### config.mk
export PLATFORM = sky130hd
export DESIGN_NAME = serial_object_frame_parser
export DESIGN_NICKNAME = d
export VERILOG_FILES = /design/src/rtl/sofp_pkg.sv /design/src/rtl/sofp_step.sv /design/src/rtl/serial_object_frame_parser.sv
export SDC_FILE = /design/constraint.sdc
export NUM_CORES = 1
export LEC_CHECK = 0
export BUFFER_PORTS_ARGS = -buffer_cell sky130_fd_sc_hd__buf_2
export CORE_AREA = 2 2 89 91
export DETAILED_ROUTE_END_ITERATION = 7
export DIE_AREA = 0 0 91 93
export GPL_TIMING_DRIVEN = 0
export MAX_ROUTING_LAYER = met4
export PLACE_DENSITY = 0.76
export SYNTH_ARGS = -nofsm -noshare
export SYNTH_HDL_FRONTEND = slang
export SYNTH_SLANG_ARGS = --single-unit
### constraint.sdc
create_clock -name clk_i -period 8.6 [get_ports clk_i]
set_input_delay 1.72 -clock clk_i [delete_from_list [all_inputs] [get_ports clk_i]]
set_output_delay 1.72 -clock clk_i [all_outputs]
set_load 0.05 [all_outputs]
### src/rtl/sofp_pkg.sv
package sofp_pkg;

  localparam logic [7:0] HdrByte0 = 8'h3C;  // '<'
  localparam logic [7:0] HdrByte1 = 8'h7B;  // '{'
  localparam logic [7:0] HdrByte2 = 8'h28;  // '('
  localparam logic [7:0] CrByte   = 8'h0D;
  localparam logic [7:0] LfByte   = 8'h0A;

  typedef enum logic [3:0] {
    SecHunt0  = 4'd0,
    SecHunt1  = 4'd1,
    SecHunt2  = 4'd2,
    SecId     = 4'd3,
    SecInstLo = 4'd4,
    SecInstHi = 4'd5,
    SecLength = 4'd6,
    SecBody   = 4'd7,
    SecCr     = 4'd8,
    SecLf     = 4'd9
  } section_e;

  typedef enum logic [1:0] {
    KindBody     = 2'd0,
    KindComplete = 2'd1,
    KindDropped  = 2'd2
  } kind_e;

  typedef struct packed {
    section_e    section;
    logic [7:0]  held_id;
    logic [15:0] held_instance;
    logic [7:0]  held_length;
    logic [7:0]  body_count;
  } parse_state_t;

  typedef struct packed {
    logic        valid;
    kind_e       kind;
    logic [7:0]  data_byte;
    logic [7:0]  position;
    logic [7:0]  object_id;
    logic [15:0] instance_number;
    logic [7:0]  body_length;
  } result_t;

endpackage

### src/rtl/sofp_step.sv
module sofp_step (
  input  sofp_pkg::parse_state_t state_i,
  input  logic [7:0]             rx_byte_i,
  output sofp_pkg::parse_state_t state_o,
  output sofp_pkg::result_t      result_o
);
  import sofp_pkg::*;

  logic [8:0] count_inc;

  assign count_inc = {1'b0, state_i.body_count} + 9'd1;

  always_comb begin
    state_o                  = state_i;
    result_o.valid           = 1'b0;
    result_o.kind            = KindBody;
    result_o.data_byte       = 8'd0;
    result_o.position        = 8'd0;
    result_o.object_id       = state_i.held_id;
    result_o.instance_number = state_i.held_instance;
    result_o.body_length     = state_i.held_length;

    unique case (state_i.section)
      SecHunt0: begin
        state_o.body_count = 8'd0;
        state_o.section    = (rx_byte_i == HdrByte0) ? SecHunt1 : SecHunt0;
      end
      SecHunt1: begin
        state_o.body_count = 8'd0;
        state_o.section    = (rx_byte_i == HdrByte1) ? SecHunt2 : SecHunt0;
      end
      SecHunt2: begin
        state_o.body_count = 8'd0;
        state_o.section    = (rx_byte_i == HdrByte2) ? SecId : SecHunt0;
      end
      SecId: begin
        state_o.held_id = rx_byte_i;
        state_o.section = SecInstLo;
      end
      SecInstLo: begin
        state_o.held_instance = {8'd0, rx_byte_i};
        state_o.section       = SecInstHi;
      end
      SecInstHi: begin
        state_o.held_instance = {rx_byte_i, state_i.held_instance[7:0]};
        state_o.section       = SecLength;
      end
      SecLength: begin
        state_o.held_length = rx_byte_i;
        state_o.section     = SecBody;
      end
      SecBody: begin
        result_o.valid     = 1'b1;
        result_o.kind      = KindBody;
        result_o.data_byte = rx_byte_i;
        result_o.position  = state_i.body_count;
        state_o.body_count = count_inc[7:0];
        // zero length still ends after one byte
        if (count_inc >= {1'b0, state_i.held_length}) begin
          state_o.section = SecCr;
        end
      end
      SecCr: begin
        if (rx_byte_i == CrByte) begin
          state_o.section = SecLf;
        end else begin
          result_o.valid     = 1'b1;
          result_o.kind      = KindDropped;
          state_o.section    = SecHunt0;
          state_o.body_count = 8'd0;
        end
      end
      SecLf: begin
        result_o.valid     = 1'b1;
        result_o.kind      = (rx_byte_i == LfByte) ? KindComplete : KindDropped;
        state_o.section    = SecHunt0;
        state_o.body_count = 8'd0;
      end
      default: begin
        state_o.section    = SecHunt0;
        state_o.body_count = 8'd0;
      end
    endcase
  end

endmodule

### src/rtl/serial_object_frame_parser.sv
// a body, complete or dropped result is shown in the cycle after its byte is accepted
// throughput: one byte per cycle; the single result register is refilled in the cycle
//   it is drained, so the input stalls only while a result waits unaccepted
// reset: parser returns to hunting the first header byte, held fields clear to zero,
//   no result pending
module serial_object_frame_parser (
  input  logic        clk_i,
  input  logic        rst_ni,
  input  logic        in_valid_i,
  output logic        in_ready_o,
  input  logic [7:0]  rx_byte_i,
  output logic        out_valid_o,
  input  logic        out_ready_i,
  output logic [1:0]  kind_o,
  output logic [7:0]  data_byte_o,
  output logic [7:0]  position_o,
  output logic [7:0]  object_id_o,
  output logic [15:0] instance_number_o,
  output logic [7:0]  body_length_o
);
  import sofp_pkg::*;

  parse_state_t state_q, state_d;
  result_t      step_res;
  result_t      res_q;
  logic         out_valid_q;
  logic         in_fire;

  assign in_ready_o = !out_valid_q || out_ready_i;
  assign in_fire    = in_valid_i && in_ready_o;

  sofp_step u_step (
    .state_i   (state_q),
    .rx_byte_i (rx_byte_i),
    .state_o   (state_d),
    .result_o  (step_res)
  );

  always_ff @(posedge clk_i or negedge rst_ni) begin
    if (!rst_ni) begin
      state_q     <= '{section: SecHunt0, default: '0};
      out_valid_q <= 1'b0;
    end else begin
      if (in_fire) begin
        state_q <= state_d;
      end
      if (in_fire) begin
        out_valid_q <= step_res.valid;
      end else if (out_ready_i) begin
        out_valid_q <= 1'b0;
      end
    end
  end

  // payload only, qualified by out_valid_q
  always_ff @(posedge clk_i) begin
    if (in_fire && step_res.valid) begin
      res_q <= step_res;
    end
  end

  assign out_valid_o       = out_valid_q;
  assign kind_o            = res_q.kind;
  assign data_byte_o       = res_q.data_byte;
  assign position_o        = res_q.position;
  assign object_id_o       = res_q.object_id;
  assign instance_number_o = res_q.instance_number;
  assign body_length_o     = res_q.body_length;

endmodule
==> results of run 1 <==
## final cells by class
class / instances / area [um2] / area share, %
multi-input combinational: 194 / 1310 / 27.6
inverter: 17 / 63.8 / 1.35
buffer: 11 / 73.8 / 1.56
timing repair buffer: 63 / 338 / 7.13
clock buffer: 10 / 128 / 2.69
tap: 102 / 128 / 2.69
sequential: 95 / 2630 / 55.5
clock inverter: 6 / 72.6 / 1.53
## stage by stage
stage / utilization (%) / hold WS [ps] / instance area (um2) / setup WS (ps)
2_1_floorplan: - / 419 / 4060 / 3870
3_3_place_gp: 59.8 / 423 / 4500 / 2900
3_5_place_dp: 60.3 / 430 / 4540 / 4710
4_1_cts: 62.9 / 445 / 4740 / 4710
5_1_grt: 62.9 / 456 / 4740 / 4700
6_report: 62.9 / 444 / 4740 / 4720
## flip-flops by register name, indices dropped and copies added, names as in the netlist
| name | cells |
|---|---|
| instance_number_o | 16 |
| kind_o | 2 |
| body_length_o | 8 |
| data_byte_o | 8 |
| out_valid_o | 1 |
| state_q | 44 |
| object_id_o | 8 |
| position_o | 8 |
## metal layers
| metal | vias up | routed length (um) | track usage [%] |
|---|---|---|---|
| met1 | 1264 | 3390 | 25.4 |
| met3 | 10 | 344 | 3.63 |
| met4 | 0 | 125 | 8.46 |
| met5 | - | 0 | - |
| met2 | 69 | 3720 | 30.5 |
| li1 | 1267 | - | - |
## synthesized netlist by cell type, drive strengths merged, types with 4 or more instances
cell	instances	area share, %
nand2b	6	1.1
nand2	31	2.9
clkbuf	5	0.71
nor2	18	1.7
xnor2	4	0.86
o21ai	21	2.6
mux2	17	4.8
nor3	4	0.49
dfrtp	45	28
nor2b	4	0.62
edfxtp	50	37
and2	19	2.9
ha	9	2.8
nand3	27	3.6
buf	6	1.1
inv	17	1.6
## where the power goes
group          switching, mW  internal (mW)
sequential            0.0538          0.609
clock                  0.160          0.139
combinational          0.275          0.124
## cell families after synthesis
| logic type | synth area share [%] |
|---|---|
| AO/OA/AOI/OAI | 5.88 |
| AND/OR/NAND/NOR | 17.0 |
| XOR/XNOR | 1.51 |
| flip-flops | 64.7 |
| buffers and inverters | 3.39 |
| adder cells (fa/ha/maj) | 2.77 |
| multiplexers | 4.80 |
## worst min path at each step
stage	from	endpoint	slack, ps	cells past startpoint
6_report	state_q[35]	object_id_o[3]	440	0
5_1_grt	state_q[35]	object_id_o[3]	460	0
4_1_cts	state_q[35]	object_id_o[3]	440	0
3_5_place_dp	state_q[23]	instance_number_o[7]	430	0
3_3_place_gp	state_q[36]	object_id_o[4]	420	0
2_1_floorplan	state_q[32]	object_id_o[0]	420	0
==> impl_metrics.yaml, run 1 <==
floorplan:
  dieArea_mm2: 0.00846
  rows: 32
  ios: 64
  start_util_pct: 54.0
  die_h_um: 93
  core_mm2: 0.00753
  dieWidth_um: 91
clocking:
  cts_root_buffer: "clkbuf_8"
  post_cts_resized: 0
  clkTransAtPathRegs_ps: 100
  clock_sinks: 95
  cts-hold-fix-buffers: 0
  cts_setup_buffers: 0
  clockBufferDepth: 2
  cts_tree: "yes"
  h-tree-depth: 3
  clk_latency_ps: 370
  cts_inserted_buffers: 9
cells_and_area:
  fin_nets: 412
  nFillCells: 613
  layout_commonest_cell: "buf_2"
  stdcell_count: 498
  diodes: 0
  final_cell_mix: "buf_2 (65), edfxtp_1 (50), dfrtp_1 (45), nand2_1 (31), nand3_1 (26)"
  synthToLayoutAreaGrowth_pct: 16.6
  drive_gt1_share_pct: 29.0
global_route:
  grt_pass1_vias: 2486
  grtUsageTotal_pct: 19.5
  antenna_found_initial: 0
  grt_overflow: 0
  grt_max_degree: 46
  grt_pass1_wl_mm: 12.4
worst_setup_path:
  reg2reg_from: "state_q[0]"
  path_cells: "buf_2 -> nand2b_4 -> buf_2"
  path_delay_family: "buffers and inverters"
  critPathLaunch: "out_ready_i"
  worst-path-stages: 3
  cpMostUsedCell: "buf_2"
  reg2reg_depth: 11
  worst_path_largest_cell_delay_ps: 260
  r2r_end: "state_q[42]"
  cp_num_buf_inv: 2
  setup.worst_path.end: "in_ready_o"
  worstSetupPathType: "input port to primary output"
  cp.arrival_ps: 2160
  cp_slowest_cell: "buf_2"
  rrSetupSlack_ps: 5840
  critPathMaxFanout: 4
  critPathCaptureType: "primary output"
  worst_setup_path_start_kind: "input port"
  crit_required_ps: 6880
timing:
  relSlewSlack_pct: 32.5
  max_slew.worst_pin.slew_ps: 1010
  clock_skew_ps: 19.9
  fin_crit_ps: 3880
  finalHoldViolations: 0
  tns_ps: 0
  fin_crit_sh_pct: 45.2
  setup_viol: 0
  fmax_mhz: 257
  finalMaxSlewViolations: 0
  rsz0062_at_grt: "no"
drt:
  drcViolationCount: 0
  drtAntennaViolNets: 0
  wl_per_cell_um: 15.2
  vias: 2610
  drt-total-wl_mm: 7.58
  drtIter0Drc: 163
  vias_per_cell: 5.24
  firstDrtPassIters: 5
logic_synthesis:
  ys_seq_area_share_pct: 64.7
  synth_area_mm2: 0.00406
  ys_seq_elements: 95
  ys_types: 47
  synth.avg_cell_area_um2: 12.8
  synth_ff_type: "edfxtp_1"
  async_reset_ff_share_pct: 47.4
  synth_nets: 338
  synth_edf_count: 50
  yosys_warnings: 0
  synthCells: 317
place:
  place.gp.congestion: 0.892
  hpwl_mm: 5.23
  port_buffers: 62
  dp_cells: 482
power_and_ir_drop:
  p_leak_nw: 2.04
  ir_drop_uv: 154
  total_power_mw: 1.36
  power.density_mw_per_mm2: 287
run:
  drv_cap: 0
status:
  status: "completed"
hold_path:
  hold_class: "register to register"
Note: power is estimated with default switching activity, not from simulation.
==> run 2, diff against run 1 <==
CORE_AREA = 2 2 93 95   (was 2 2 89 91)
DIE_AREA = 0 0 95 97   (was 0 0 91 93)
PLACE_DENSITY = 0.73   (was 0.76)
clock period = 3.1 ns   (was 8.6 ns; I/O delays follow)
==> run 2 against run 1 <==
Effect of this change:
- core utilization decreased by 4.9 points
- global-route usage decreased by 0.75 points
- non-clock buffer count unchanged
- cell count increased by 0.60%
- design area is 0.34% lower
- register-to-register slack worse by 5500 ps
- critical path type is now register to register
- critical endpoint is now state_q[42]
- largest power group unchanged
- highest routed layer unchanged
==> impl_metrics.yaml, run 2 (same netlist as run 1, synthesis figures left out) <==
power_and_ir_drop:
  p_clk_share_pct: 20.7
  total_power_mw: 3.72
  power_switching_mw: 1.38
  ir_drop_uv: 359
  p_leak_nw: 2.03
  power.density_mw_per_mm2: 787
  internal-power_mw: 2.34
  switching_share_pct: 37.1
  p_comb_share_pct: 29.8
  pwr-share-seq_pct: 49.5
cells_and_area:
  drive_gt1_share_pct: 29.3
  largest_reg_flops: 44
  layout_commonest_cell: "buf_2"
  fin_nets: 412
  fin_area_mm2: 0.00472
  final_cell_mix: "buf_2 (65), edfxtp_1 (50), dfrtp_1 (45), nand2_1 (31), nand3_1 (26)"
  diodes: 0
  top_register: "state_q"
  synthToLayoutAreaGrowth_pct: 16.2
drt:
  drtIter0Drc: 127
  wl_per_cell_um: 15.6
  drt-total-wl_mm: 7.82
  vias: 2621
  firstDrtPassIters: 4
  drcViolationCount: 0
  drtAntennaViolNets: 0
  vias_per_cell: 5.23
clocking:
  cts_root_buffer: "clkbuf_8"
  post_cts_resized: 0
  cts_setup_buffers: 0
  cts-hold-fix-buffers: 0
  clkTransAtPathRegs_ps: 100
  h-tree-depth: 3
  clock_sinks: 95
  cts_inserted_buffers: 9
  clk_latency_ps: 370
  clockBufferDepth: 2
  cts_tree: "yes"
hold_path:
  hold_class: "input port to asynchronous set/reset pin"
worst_setup_path:
  worst_setup_path_start_kind: "register"
  cp_num_buf_inv: 1
  worst_path_largest_cell_delay_ps: 470
  worstSetupPathType: "register to register"
  reg2reg_depth: 11
  cpMostUsedCell: "nand3_1"
  critPathMaxFanout: 7
  reg2reg_from: "state_q[0]"
  cp_slowest_cell: "dfrtp_1"
  worst-path-stages: 11
  cp.arrival_ps: 3050
  rrSetupSlack_ps: 300
  path_delay_family: "adder cells"
  r2r_end: "state_q[42]"
  critPathCaptureType: "register"
  setup.worst_path.end: "state_q[42]"
  crit_required_ps: 3350
  critPathLaunch: "state_q[0]"
  path_cells: "ha_1 -> nand3_1 -> inv_1 -> nand3_1 -> xnor2_1 -> ha_1 -> and3_1 -> nand3_1 -> o21a_1 -> a21oi_2 -> mux2_4"
global_route:
  grt_pass1_wl_mm: 12.8
  grt_overflow: 0
  grtUsageTotal_pct: 18.7
  grt_max_degree: 46
  grt_pass1_vias: 2567
  antenna_found_initial: 0
timing:
  fin_crit_sh_pct: 90.4
  clock_skew_ps: 10.2
  fin_crit_ps: 2800
  finalHoldViolations: 0
  finalMaxSlewViolations: 0
  rsz0062_at_grt: "no"
  max_slew.worst_pin.slew_ps: 1040
  fmax_mhz: 357
  relSlewSlack_pct: 30.4
  setup_viol: 0
floorplan:
  rows: 33
  ios: 64
  dieWidth_um: 95
  start_util_pct: 49.9
  core_mm2: 0.00813
  dieArea_mm2: 0.00922
  die_h_um: 97
place:
  place.gp.congestion: 0.854
  place_area_mm2: 0.00453
  hpwl_mm: 5.47
  port_buffers: 62
run:
  drv_cap: 0
status:
  status: "completed"
-- run 2: how the worst min path moves through the flow --
stage	from	end	slack [ps]
after floorplan	rst_ni	out_valid_o	320
after global placement	state_q[32]	object_id_o[0]	420
after detailed placement	state_q[36]	object_id_o[4]	430
after CTS	state_q[36]	object_id_o[4]	450
after global routing	state_q[39]	object_id_o[7]	460
final	rst_ni	state_q[34]	420
-- run 2: routing by layer --
metal | wire (um) | track usage [%] | share of wire [%] | vias to the layer above
met5 | 0 | - | 0 | -
met4 | 97 | 5.80 | 1.2 | 0
met3 | 431 | 3.50 | 5.5 | 9
met2 | 3880 | 30.0 | 50 | 67
met1 | 3410 | 24.3 | 44 | 1270
li1 | - | - | - | 1275
-- run 2: cell type report --
class	instances	area [um2]
clock inverters	7	63.8
repair buffers	63	330
inverters	17	63.8
well taps	105	131
clock buffers	9	124
multi-input cells	194	1310
fillers	644	3410
flip-flops and latches	95	2630
plain buffers	11	73.8
-- run 2: metrics by stage --
step / TNS, ps / setup slack, ps / utilization, % / cells / hold WS, ps
after floorplan: 0 / 294 / - / 317 / 324
after global placement: -22180 / -447 / 55.4 / 484 / 423
after detailed placement: 0 / 344 / 55.7 / 485 / 427
after CTS: 0 / 314 / 58.0 / 501 / 453
after global routing: 0 / 127 / 58.0 / 501 / 457
final: 0 / 299 / 58.0 / 501 / 425
-- run 2: worst reg2reg max path, delay by kind of cell, from the launching register on --
family / cells / cell delay [ps]
AO/OA/AOI/OAI: 2 / 440
XOR/XNOR: 1 / 160
adder cells (fa/ha/maj): 2 / 610
buffers and inverters: 1 / 120
flip-flops: 1 / 470
multiplexers: 1 / 320
AND/OR/NAND/NOR: 4 / 560
-- run 2: power groups by stage --
stage	clock, mW	sequential, mW	combinational, mW
final	0.769	1.84	1.11
after global routing	0.834	1.87	1.20
after CTS	0.785	1.84	1.12
after detailed placement	0	1.87	1.11
after global placement	0	1.86	1.07
after floorplan	0	2.19	0.494
